$ cat src/sv/source_tokenizer_unit_defines.svh
// Assertion helpers for the tokenizer RTL.
`ifndef SOURCE_TOKENIZER_UNIT_DEFINES_SVH
`define SOURCE_TOKENIZER_UNIT_DEFINES_SVH

// Same-cycle implication, disabled during reset
`define STOK_ASSERT_NOW(label, ante, cons) \
    label: assert property (@(posedge clk) disable iff (!rst_n) (ante) |-> (cons)) \
        else $error("tokenizer check failed");

// Next-cycle implication, disabled during reset
`define STOK_ASSERT_NEXT(label, ante, cons) \
    label: assert property (@(posedge clk) disable iff (!rst_n) (ante) |=> (cons)) \
        else $error("tokenizer check failed");

`endif

$ cat src/sv/stok_pkg.sv
`timescale 1ns / 1ps

package stok_pkg;

    localparam int OFFSET_BITS_DEFAULT = 16;
    localparam int FIFO_DEPTH          = 4;   // power of two
    localparam logic [15:0] FIELD_MAX  = 16'hFFFF;

    // Character codes
    localparam logic [7:0] CH_NUL        = 8'h00;
    localparam logic [7:0] CH_LF         = 8'h0A;
    localparam logic [7:0] CH_CR         = 8'h0D;
    localparam logic [7:0] CH_SPACE      = 8'h20;
    localparam logic [7:0] CH_QUOTE      = 8'h22;
    localparam logic [7:0] CH_LPAREN     = 8'h28;
    localparam logic [7:0] CH_RPAREN     = 8'h29;
    localparam logic [7:0] CH_STAR       = 8'h2A;
    localparam logic [7:0] CH_SLASH      = 8'h2F;
    localparam logic [7:0] CH_UNDERSCORE = 8'h5F;
    localparam logic [7:0] CH_LBRACE     = 8'h7B;
    localparam logic [7:0] CH_RBRACE     = 8'h7D;

    typedef enum logic [2:0] {
        MODE_IDLE       = 3'd0,
        MODE_SLASH      = 3'd1,
        MODE_IDENT      = 3'd2,
        MODE_STRING     = 3'd3,
        MODE_LINE       = 3'd4,
        MODE_BLOCK      = 3'd5,
        MODE_BLOCK_STAR = 3'd6
    } mode_t;

    typedef enum logic [2:0] {
        KIND_IDENT   = 3'd0,
        KIND_STRING  = 3'd1,
        KIND_LBRACE  = 3'd2,
        KIND_RBRACE  = 3'd3,
        KIND_LPAREN  = 3'd4,
        KIND_RPAREN  = 3'd5,
        KIND_END     = 3'd6,
        KIND_UNKNOWN = 3'd7
    } kind_t;

    typedef struct packed {
        kind_t       kind;
        logic [15:0] start;
        logic [15:0] length;
        logic        last;
    } tok_t;

    // Up to two tokens produced by one byte, in order
    typedef struct packed {
        logic [1:0] count;
        tok_t       tok0;
        tok_t       tok1;
    } push_t;

    typedef struct packed {
        push_t push;
        mode_t mode;
    } scan_t;

endpackage

$ cat src/sv/stok_if.sv
`timescale 1ns / 1ps

// Byte input channel
interface stok_in_if;
    logic       valid;
    logic       ready;
    logic [7:0] ch;

    modport source (output valid, output ch, input ready);
    modport sink   (input valid, input ch, output ready);
endinterface

// Token output channel
interface stok_out_if;
    logic        valid;
    logic        ready;
    logic [2:0]  token_kind;
    logic [15:0] token_start;
    logic [15:0] token_length;
    logic        last;

    modport source (output valid, output token_kind, output token_start,
                    output token_length, output last, input ready);
    modport sink   (input valid, input token_kind, input token_start,
                    input token_length, input last, output ready);
endinterface

$ cat src/sv/stok_scan.sv
`timescale 1ns / 1ps

// Per-byte scanner: next mode, offsets and the tokens one byte emits.
module stok_scan #(
    parameter int OFFSET_BITS = stok_pkg::OFFSET_BITS_DEFAULT
) (
    input  logic [7:0]             ch,
    input  stok_pkg::mode_t        mode,
    input  logic [OFFSET_BITS-1:0] pos,
    input  logic [OFFSET_BITS-1:0] tbegin,
    output stok_pkg::scan_t        res,
    output logic [OFFSET_BITS-1:0] pos_next,
    output logic [OFFSET_BITS-1:0] begin_next
);

    // Saturate an offset into a 16-bit field
    function automatic logic [15:0] clip(input logic [OFFSET_BITS-1:0] v);
        logic [32:0] w;
        w = 33'(v);
        return (w > 33'h0FFFF) ? stok_pkg::FIELD_MAX : w[15:0];
    endfunction

    function automatic stok_pkg::tok_t mk(input stok_pkg::kind_t k,
                                          input logic [15:0] s,
                                          input logic [15:0] l);
        stok_pkg::tok_t t;
        t.kind   = k;
        t.start  = s;
        t.length = l;
        t.last   = 1'b0;
        return t;
    endfunction

    logic                   is_letter;
    logic                   is_tail;
    logic                   is_eol;
    logic [OFFSET_BITS-1:0] span;
    logic [OFFSET_BITS-1:0] pos_inc;

    assign is_letter = ch inside {[8'h41:8'h5A], [8'h61:8'h7A]};
    assign is_tail   = is_letter || (ch inside {[8'h30:8'h39], stok_pkg::CH_UNDERSCORE});
    assign is_eol    = ch inside {stok_pkg::CH_CR, stok_pkg::CH_LF};
    assign span      = (pos >= tbegin) ? (pos - tbegin) : '0;
    assign pos_inc   = (pos == '1) ? pos : (pos + 1'b1);

    // Byte scanned from the idle mode
    logic                   idle_emit;
    stok_pkg::tok_t         idle_tok;
    stok_pkg::mode_t        idle_mode;
    logic                   idle_set;
    logic [OFFSET_BITS-1:0] idle_begin;

    always_comb
    begin
        idle_emit  = 1'b0;
        idle_tok   = mk(stok_pkg::KIND_UNKNOWN, clip(pos), 16'd1);
        idle_mode  = stok_pkg::MODE_IDLE;
        idle_set   = 1'b0;
        idle_begin = pos;
        case (ch)
            stok_pkg::CH_SPACE, stok_pkg::CH_CR, stok_pkg::CH_LF:
            begin
            end
            stok_pkg::CH_SLASH:
            begin
                idle_mode = stok_pkg::MODE_SLASH;
                idle_set  = 1'b1;
            end
            stok_pkg::CH_QUOTE:
            begin
                idle_mode  = stok_pkg::MODE_STRING;
                idle_set   = 1'b1;
                idle_begin = pos_inc;
            end
            stok_pkg::CH_LBRACE:
            begin
                idle_emit = 1'b1;
                idle_tok  = mk(stok_pkg::KIND_LBRACE, clip(pos), 16'd1);
            end
            stok_pkg::CH_RBRACE:
            begin
                idle_emit = 1'b1;
                idle_tok  = mk(stok_pkg::KIND_RBRACE, clip(pos), 16'd1);
            end
            stok_pkg::CH_LPAREN:
            begin
                idle_emit = 1'b1;
                idle_tok  = mk(stok_pkg::KIND_LPAREN, clip(pos), 16'd1);
            end
            stok_pkg::CH_RPAREN:
            begin
                idle_emit = 1'b1;
                idle_tok  = mk(stok_pkg::KIND_RPAREN, clip(pos), 16'd1);
            end
            default:
            begin
                if (is_letter)
                begin
                    idle_mode = stok_pkg::MODE_IDENT;
                    idle_set  = 1'b1;
                end
                else
                begin
                    idle_emit = 1'b1;
                end
            end
        endcase
    end

    // Mode transition; pre is a token closed by this byte, post is a new one
    logic           pre_v;
    logic           post_v;
    logic           take_idle;
    stok_pkg::tok_t pre_tok;
    stok_pkg::tok_t post_tok;

    always_comb
    begin
        pre_v      = 1'b0;
        post_v     = 1'b0;
        take_idle  = 1'b0;
        pre_tok    = mk(stok_pkg::KIND_UNKNOWN, clip(tbegin), 16'd1);
        post_tok   = idle_tok;
        res.mode   = mode;
        begin_next = tbegin;
        pos_next   = pos_inc;

        if (ch == stok_pkg::CH_NUL)
        begin
            // End of text: flush open token, emit end, clear state
            case (mode)
                stok_pkg::MODE_IDENT:
                begin
                    pre_v   = 1'b1;
                    pre_tok = mk(stok_pkg::KIND_IDENT, clip(tbegin), clip(span));
                end
                stok_pkg::MODE_STRING:
                begin
                    pre_v   = 1'b1;
                    pre_tok = mk(stok_pkg::KIND_STRING, clip(tbegin), clip(span));
                end
                stok_pkg::MODE_SLASH:
                begin
                    pre_v = 1'b1;
                end
                default:
                begin
                end
            endcase
            post_v     = 1'b1;
            post_tok   = mk(stok_pkg::KIND_END, clip(pos), 16'd1);
            res.mode   = stok_pkg::MODE_IDLE;
            begin_next = '0;
            pos_next   = '0;
        end
        else
        begin
            case (mode)
                stok_pkg::MODE_SLASH:
                begin
                    if (ch == stok_pkg::CH_SLASH)
                        res.mode = stok_pkg::MODE_LINE;
                    else if (ch == stok_pkg::CH_STAR)
                        res.mode = stok_pkg::MODE_BLOCK_STAR;
                    else
                    begin
                        // lone slash, then rescan this byte
                        pre_v     = 1'b1;
                        take_idle = 1'b1;
                    end
                end
                stok_pkg::MODE_IDENT:
                begin
                    if (!is_tail)
                    begin
                        pre_v     = 1'b1;
                        pre_tok   = mk(stok_pkg::KIND_IDENT, clip(tbegin), clip(span));
                        take_idle = 1'b1;
                    end
                end
                stok_pkg::MODE_STRING:
                begin
                    if (ch == stok_pkg::CH_QUOTE)
                    begin
                        pre_v    = 1'b1;
                        pre_tok  = mk(stok_pkg::KIND_STRING, clip(tbegin), clip(span));
                        res.mode = stok_pkg::MODE_IDLE;
                    end
                end
                stok_pkg::MODE_LINE:
                begin
                    if (is_eol)
                        res.mode = stok_pkg::MODE_IDLE;
                end
                stok_pkg::MODE_BLOCK:
                begin
                    if (ch == stok_pkg::CH_STAR)
                        res.mode = stok_pkg::MODE_BLOCK_STAR;
                end
                stok_pkg::MODE_BLOCK_STAR:
                begin
                    if (ch == stok_pkg::CH_SLASH)
                        res.mode = stok_pkg::MODE_IDLE;
                    else if (ch != stok_pkg::CH_STAR)
                        res.mode = stok_pkg::MODE_BLOCK;
                end
                default:
                begin
                    take_idle = 1'b1;
                end
            endcase

            if (take_idle)
            begin
                post_v   = idle_emit;
                post_tok = idle_tok;
                res.mode = idle_mode;
                if (idle_set)
                    begin_next = idle_begin;
            end
        end

        // Pack in order and flag the final token
        if (pre_v)
        begin
            res.push.tok0      = pre_tok;
            res.push.tok1      = post_tok;
            res.push.count     = post_v ? 2'd2 : 2'd1;
            res.push.tok0.last = !post_v;
            res.push.tok1.last = post_v;
        end
        else
        begin
            res.push.tok0      = post_tok;
            res.push.tok1      = post_tok;
            res.push.count     = post_v ? 2'd1 : 2'd0;
            res.push.tok0.last = 1'b1;
            res.push.tok1.last = 1'b0;
        end
    end

endmodule

$ cat src/sv/stok_fifo.sv
`timescale 1ns / 1ps

// Token queue: takes up to two tokens per cycle, delivers one per transfer.
module stok_fifo (
    input  logic              clk,
    input  logic              rst_n,
    input  stok_pkg::push_t   push,
    output logic              room,
    stok_out_if.source        token_out
);

    localparam int DEPTH = stok_pkg::FIFO_DEPTH;
    localparam int PW    = $clog2(DEPTH);

    stok_pkg::tok_t mem [DEPTH];

    logic [PW-1:0] wr_ptr_reg;
    logic [PW-1:0] wr_ptr_next;
    logic [PW-1:0] rd_ptr_reg;
    logic [PW-1:0] rd_ptr_next;
    logic [PW:0]   count_reg;
    logic [PW:0]   count_next;
    logic          pop;

    assign pop  = token_out.valid && token_out.ready;
    assign room = count_reg <= (PW + 1)'(DEPTH - 2);

    // Pointer and fill update
    always_comb
    begin
        wr_ptr_next = wr_ptr_reg + PW'(push.count);
        rd_ptr_next = pop ? (rd_ptr_reg + 1'b1) : rd_ptr_reg;
        count_next  = count_reg + (PW + 1)'(push.count) - (PW + 1)'(pop);
    end

    always_ff @(posedge clk or negedge rst_n)
    begin
        if (!rst_n)
        begin
            wr_ptr_reg <= '0;
            rd_ptr_reg <= '0;
            count_reg  <= '0;
        end
        else
        begin
            wr_ptr_reg <= wr_ptr_next;
            rd_ptr_reg <= rd_ptr_next;
            count_reg  <= count_next;
        end
    end

    // Storage writes
    always_ff @(posedge clk)
    begin
        if (push.count != 2'd0)
            mem[wr_ptr_reg] <= push.tok0;
        if (push.count == 2'd2)
            mem[PW'(wr_ptr_reg + 1'b1)] <= push.tok1;
    end

    // Head of queue drives the channel
    assign token_out.valid        = count_reg != '0;
    assign token_out.token_kind   = mem[rd_ptr_reg].kind;
    assign token_out.token_start  = mem[rd_ptr_reg].start;
    assign token_out.token_length = mem[rd_ptr_reg].length;
    assign token_out.last         = mem[rd_ptr_reg].last;

endmodule

$ cat src/sv/source_tokenizer_unit.sv
`timescale 1ns / 1ps
// Streaming source-text tokenizer.
// byte_in  : one source byte per transfer on ch; byte 0 marks end of text.
// token_out: tokens with kind, start offset, length and last; last marks
//            the final token caused by a byte. A byte causes 0, 1 or 2 tokens.
// Tokens enter the queue on the transfer of their byte and are offered from its head.
// Throughput: one byte per cycle while byte_in.ready is high. The scanner updates
// its mode once per byte; tokens wait in a 4-entry queue that drains one per cycle
// while token_out.ready is high, and byte_in.ready is high while the queue has room
// for two more tokens, so bytes that cause two tokens take two output transfers.
// Stall: when token_out.ready stays low the queue fills and byte_in.ready
// drops; no token is lost or repeated.
// Reset: mode idle, byte offset and token start zero, queue empty. End of
// text also returns the scanner to this state after emitting the end token.
// Offsets saturate at 2^OFFSET_BITS - 1; output fields saturate at 65535.
`include "source_tokenizer_unit_defines.svh"

module source_tokenizer_unit #(
    parameter int OFFSET_BITS = stok_pkg::OFFSET_BITS_DEFAULT
) (
    input  logic       clk,
    input  logic       rst_n,
    stok_in_if.sink    byte_in,
    stok_out_if.source token_out
);

    stok_pkg::mode_t        mode_reg;
    stok_pkg::mode_t        mode_next;
    logic [OFFSET_BITS-1:0] byte_offset_reg;
    logic [OFFSET_BITS-1:0] byte_offset_next;
    logic [OFFSET_BITS-1:0] token_begin_reg;
    logic [OFFSET_BITS-1:0] token_begin_next;

    stok_pkg::scan_t scan_res;
    stok_pkg::push_t fifo_push;
    logic            room;
    logic            accept;

    assign byte_in.ready = room;
    assign accept        = byte_in.valid && byte_in.ready;

    // Scanner for the byte on the input
    stok_scan #(
        .OFFSET_BITS (OFFSET_BITS)
    ) u_scan (
        .ch         (byte_in.ch),
        .mode       (mode_reg),
        .pos        (byte_offset_reg),
        .tbegin     (token_begin_reg),
        .res        (scan_res),
        .pos_next   (byte_offset_next),
        .begin_next (token_begin_next)
    );

    // Push tokens only on a transfer
    always_comb
    begin
        fifo_push       = scan_res.push;
        fifo_push.count = accept ? scan_res.push.count : 2'd0;
        mode_next       = accept ? scan_res.mode : mode_reg;
    end

    // Scanner state
    always_ff @(posedge clk or negedge rst_n)
    begin
        if (!rst_n)
        begin
            mode_reg        <= stok_pkg::MODE_IDLE;
            byte_offset_reg <= '0;
            token_begin_reg <= '0;
        end
        else
        begin
            mode_reg <= mode_next;
            if (accept)
            begin
                byte_offset_reg <= byte_offset_next;
                token_begin_reg <= token_begin_next;
            end
        end
    end

    stok_fifo u_fifo (
        .clk       (clk),
        .rst_n     (rst_n),
        .push      (fifo_push),
        .room      (room),
        .token_out (token_out)
    );

    // End of text clears the scanner
    `STOK_ASSERT_NEXT(a_eot_clears, accept && byte_in.ch == stok_pkg::CH_NUL, mode_reg == stok_pkg::MODE_IDLE && byte_offset_reg == '0 && token_begin_reg == '0)
    // End of text always leaves a token to deliver
    `STOK_ASSERT_NEXT(a_eot_emits, accept && byte_in.ch == stok_pkg::CH_NUL, token_out.valid)
    // Offset advances by one per nonzero byte until it saturates
    `STOK_ASSERT_NEXT(a_offset_step, accept && byte_in.ch != stok_pkg::CH_NUL && byte_offset_reg != '1, byte_offset_reg == $past(byte_offset_reg) + 1'b1)
    // Offset only moves on a transfer
    `STOK_ASSERT_NEXT(a_offset_hold, !accept, $stable(byte_offset_reg))

endmodule

$ cat src/flat_wrapper.sv
// flat-port wrapper written by rule: the top's interface ports become plain ports
module source_tokenizer_unit_flat 
#(
    parameter int OFFSET_BITS = stok_pkg::OFFSET_BITS_DEFAULT
)
  (clk, rst_n, byte_in_valid, byte_in_ch, byte_in_ready, token_out_valid, token_out_token_kind, token_out_token_start, token_out_token_length, token_out_last, token_out_ready);
  stok_in_if byte_in_i ();
  stok_out_if token_out_i ();
  input  logic clk;
  input  logic rst_n;
  input wire logic [$bits(byte_in_i.valid)-1:0] byte_in_valid;
  input wire logic [$bits(byte_in_i.ch)-1:0] byte_in_ch;
  output wire logic [$bits(byte_in_i.ready)-1:0] byte_in_ready;
  output wire logic [$bits(token_out_i.valid)-1:0] token_out_valid;
  output wire logic [$bits(token_out_i.token_kind)-1:0] token_out_token_kind;
  output wire logic [$bits(token_out_i.token_start)-1:0] token_out_token_start;
  output wire logic [$bits(token_out_i.token_length)-1:0] token_out_token_length;
  output wire logic [$bits(token_out_i.last)-1:0] token_out_last;
  input wire logic [$bits(token_out_i.ready)-1:0] token_out_ready;
  assign byte_in_i.valid = byte_in_valid;
  assign byte_in_i.ch = byte_in_ch;
  assign byte_in_ready = byte_in_i.ready;
  assign token_out_valid = token_out_i.valid;
  assign token_out_token_kind = token_out_i.token_kind;
  assign token_out_token_start = token_out_i.token_start;
  assign token_out_token_length = token_out_i.token_length;
  assign token_out_last = token_out_i.last;
  assign token_out_i.ready = token_out_ready;
  source_tokenizer_unit #(.OFFSET_BITS(OFFSET_BITS)) u_core (.clk(clk), .rst_n(rst_n), .byte_in(byte_in_i), .token_out(token_out_i));
endmodule
$ cat config.mk
export PLATFORM = sky130hd
export DESIGN_NAME = source_tokenizer_unit_flat
export DESIGN_NICKNAME = d
export VERILOG_FILES = /design/src/sv/stok_pkg.sv /design/src/sv/stok_if.sv /design/src/sv/stok_scan.sv /design/src/sv/stok_fifo.sv /design/src/sv/source_tokenizer_unit.sv /design/src/flat_wrapper.sv
export VERILOG_INCLUDE_DIRS = /design/src /design/src/sv
export SDC_FILE = /design/constraint.sdc
export NUM_CORES = 1
export LEC_CHECK = 0
export ABC_CLOCK_PERIOD_IN_PS = 14500
export BUFFER_PORTS_ARGS = -buffer_cell sky130_fd_sc_hd__clkbuf_2
export CAP_MARGIN = 20
export CORE_MARGIN = 3
export CORE_UTILIZATION = 55
export CTS_BUF_LIST = sky130_fd_sc_hd__clkbuf_16
export DETAILED_ROUTE_END_ITERATION = 16
export GPL_ROUTABILITY_DRIVEN = 0
export PLACE_DENSITY = 0.72
export SYNTH_ARGS = -nofsm -noshare
export SYNTH_HDL_FRONTEND = slang
export SYNTH_HIERARCHICAL = 1
export SYNTH_SLANG_ARGS = --single-unit
$ cat constraint.sdc
create_clock -name clk -period 14.5 [get_ports clk]
set_clock_uncertainty 0.1 [all_clocks]
set_input_delay 0.725 -clock clk [delete_from_list [all_inputs] [get_ports clk]]
set_output_delay 0.725 -clock clk [all_outputs]
set_load 0.02 [all_outputs]
==> flow_summary_export.csv <==
group,metric,value,unit
critical_path,cp_slowest_cell,"nand4b_1",
outcome,status,"finished clean",
yosys,ff_latch_count_synth,186,
clock_network,cts_tree,"yes",
critical_path,critPathCaptureType,"flip-flop",
floorplan,core_region_area,20620,um2
yosys,synth_edf_count,144,
critical_path,critical_path_cell_count,13,
yosys,synth_flop_cell,"edfxtp_1",
timing,final_min_period_over_clock_period,0.3634,
yosys,leading_cell_types_by_total_area_after_synthesis,"edfxtp_1, mux2_2, dfrtp_1",
route,ant_nets,0,
power_and_ir_drop,vdd_drop_max,0.09051,mV
yosys,ys_seq_area_frac,0.4579,
global_routing,antenna_found_initial,0,
route,drc_errors,0,
floorplan,floorplan.die.height,152.1,um
clock_network,clkSinkCount,186,
clock_network,clk_latency,0.44,ns
yosys,syn_inst,921,
critical_path,critical_path.n_buffers_inverters,3,
critical_path,worst-path-max-fanout,28,
power_and_ir_drop,power.share.switching,0.3753,
yosys,synth_area_leader_cell,"edfxtp_1",
critical_path,worst_setup_path_start_kind,"input pin",
yosys,yosysUniqueCellTypes,69,
global_routing,all_layer_gr_usage,0.2269,
power_and_ir_drop,static_leak,4.793,nW
floorplan,placementRows,52,
global_routing,grt_pass1_wl,42150,um
route,finalWirelength,25850,um
timing,max_slew_margin,0.2579,
place,number_of_placed_instances_with_taps_included,1174,
power_and_ir_drop,pwr-share-clk,0.230,
critical_path,setup.worst_path.start,"byte_in_ch[6]",
clock_network,htree_levels,4,
floorplan,io_pins,50,
critical_path,cp_top_family,"simple AND/OR/NAND/NOR gates",
global_routing,first_global_vias,7422,
route,num_vias,7414,
route,vias_per_cell,6.143,
timing,final_max_slew_viol_count,0,
layout,antenna-diode-count,0,
yosys,yosys_warnings,6,
timing,setup_repair_after_global_routing_missed_its_margin,"false",
critical_path,crit_top_cell,"buf_4",
layout,area_growth,7.450,%
power_and_ir_drop,power.combinational.fraction,0.410,
layout,final-instance-count-excl-fill,1207,
route,initialDrtViolationCount,744,
place,port-buffer-count,49,
clock_network,ctsRootBufferMaster,"clkbuf_16",
floorplan,die-width,152.1,um
timing,worst_max_slew_pin_slew,1.113,ns
timing,report.final.setup_viol,0,
min_path,hold_path_class,"in2async",
clock_network,cts-buffers-inserted,17,
layout,nets,961,
global_routing,grt_max_degree,43,
yosys,mapped_avg_cell_area,12.75,um2
power_and_ir_drop,power_switching,787.2,uW
yosys,netlist.area_leader.share,0.3684,
critical_path,r2r_slack,9.53,ns
critical_path,worst_r2r_endpoint,"u_core/u_fifo/mem[0][11]",
route,wl_per_cell,21.42,um
yosys,ys_top_cells_by_count,"mux2_2, edfxtp_1, nor2_1, dfrtp_1",
critical_path,worst_r2r_startpoint,"u_core/mode_reg[0]",
timing,post-route-min-period,5.270,ns
critical_path,worstSetupEndpoint,"u_core/u_fifo/mem[0][11]",
layout,drive_above_1_share,0.3831,
clock_network,max_clock_buf_depth,2,
critical_path,critical_path_class,"in2reg",
floorplan,initial_utilization,0.5692,
yosys,async_reset_ff_frac,0.2258,
yosys,yosysMostFrequentCell,"mux2_2",
critical_path,delay_contributed_by_the_slowest_stage_of_the_critical_path,0.64,ns
timing,max_freq,189.8,MHz
layout,fillerInstances,1577,
yosys,synthesis.area,11740,um2
timing,fin_setup_tns,0,ns
global_routing,overflow,0,
power_and_ir_drop,seqPwrFrac,0.360,
layout,utilization,0.6116,
flow_run,max_cap_viol_count,0,
layout,largest_reg_flops,144,
critical_path,worst-r2r-cell-count,12,
floorplan,design.die.area,23130,um2
clock_network,post-cts-setup-buffer-count,0,
clock_network,clk_transition_reported_paths,0.07,ns
critical_path,critical_path.cell_chain,"clkbuf_2 -> or3_1 -> o41ai_2 -> o21ai_0 -> or2_2 -> o311ai_0 -> nand2_1 -> ha_1 -> and3_1 -> nand4b_1 -> buf_4 -> o21ai_4 -> buf_4",
timing,hold_violations,0,
critical_path,crit_required,14.49,ns
clock_network,cts-hold-fix-buffers,0,
clock_network,number_of_instances_resized_during_post_cts_repair,0,
power_and_ir_drop,intPower,1.310,mW
power_and_ir_drop,power.density_cell_area,166.3,nW/um2
place,hpwl,16880,um
route,drt_pass1_iterations,5,
critical_path,data_arrival_time_of_the_critical_path,5.26,ns
==> area by class of cell <==
cell class / count / area (um2) / share of cell area
clock inverters: 15 / 182.7 / 0.01448
well taps: 270 / 337.8 / 0.02678
inverters: 34 / 127.6 / 0.01012
clock buffers: 17 / 425.4 / 0.03373
multi-input cells: 623 / 5787 / 0.4588
flip-flops and latches: 186 / 5378 / 0.4263
repair buffers: 62 / 375.4 / 0.02976
==> metrics by stage <==
step | area, um2 | hold slack, ns | worst slack (ns) | power [mW]
floorplan | 11790 | 0.3294 | 8.309 | 1.431
global placement | 11950 | 0.4199 | 8.974 | 1.610
detailed placement | 11990 | 0.4229 | 8.849 | 1.624
CTS | 12600 | 0.2738 | 9.300 | 2.108
global route | 12610 | 0.3068 | 9.080 | 2.215
finish | 12610 | 0.2556 | 9.230 | 2.097
==> worst reg2reg max path, cell delays in order (launching register included) <==
cell	delay, ns
dfrtp_1	0.51
inv_1	0.11
o41ai_2	0.38
o21ai_0	0.16
or2_2	0.35
o311ai_0	0.14
nand2_1	0.25
ha_1	0.38
and3_1	0.31
nand4b_1	0.64
buf_4	0.52
o21ai_4	0.28
buf_4	0.47
==> layout by cell type, fill, tap and decap left out, drive strengths merged, types with 4 or more instances in the layout <==
cell    instances
conb           16
o21bai          6
nand4          13
or3             4
clkinv          5
a211oi          8
or2             4
nand2          35
o21a            5
dfrtp          42
o21ai          33
buf            13
nand3          24
a21o            5
ha             23
nor4            9
a21oi          24
a311oi          4
xnor2          24
and3            7
mux4           36
mux2i          10
inv            40
clkbuf         66
nor3           24
nor2           63
mux2          193
nand2b          5
edfxtp        144
xor2           14
==> power by group through the flow <==
stage / sequential, mW / clock (mW) / combinational, mW
global route: 0.768 / 0.509 / 0.939
detailed placement: 0.767 / 0 / 0.857
floorplan: 0.709 / 0 / 0.722
global placement: 0.764 / 0 / 0.846
CTS: 0.755 / 0.490 / 0.864
finish: 0.756 / 0.482 / 0.859
==> metal layers <==
layer / wire [um] / track usage / up-vias / part of all wire
li1: - / - / 3435 / -
met1: 11660 / 0.3235 / 3719 / 0.45
met2: 12370 / 0.3601 / 231 / 0.48
met3: 1364 / 0.03726 / 29 / 0.053
met4: 452 / 0.07149 / 0 / 0.017
met5: 0 / 0 / - / 0
==> kinds of logic (layout without fill, tap and decap cells) <==
group	Yosys count	after routing	synth area share
AND/OR/NAND/NOR	202	202	0.09326
flip-flops	186	186	0.4579
adder cells (fa/ha/maj)	25	25	0.02793
buffers and inverters	126	128	0.06022
XOR/XNOR	38	38	0.02835
AO/OA/AOI/OAI	103	103	0.05937
multiplexers	239	239	0.2723
other	2	16	0.0006398
==> how the worst min path moves through the flow <==
| stage | cells after the start | from | slack (ns) | endpoint |
|---|---|---|---|---|
| floorplan | 0 | rst_n | 0.33 | u_core/byte_offset_reg[0] |
| finish | 2 | rst_n | 0.26 | u_core/u_fifo/count_reg[2] |
| CTS | 2 | rst_n | 0.27 | u_core/u_fifo/count_reg[1] |
| detailed placement | 1 | u_core/token_begin_reg[9] | 0.42 | u_core/token_begin_reg[9] |
| global placement | 1 | u_core/token_begin_reg[9] | 0.42 | u_core/token_begin_reg[9] |
| global route | 2 | rst_n | 0.31 | u_core/u_fifo/rd_ptr_reg[1] |
Note: power is estimated with default switching activity, not from simulation.
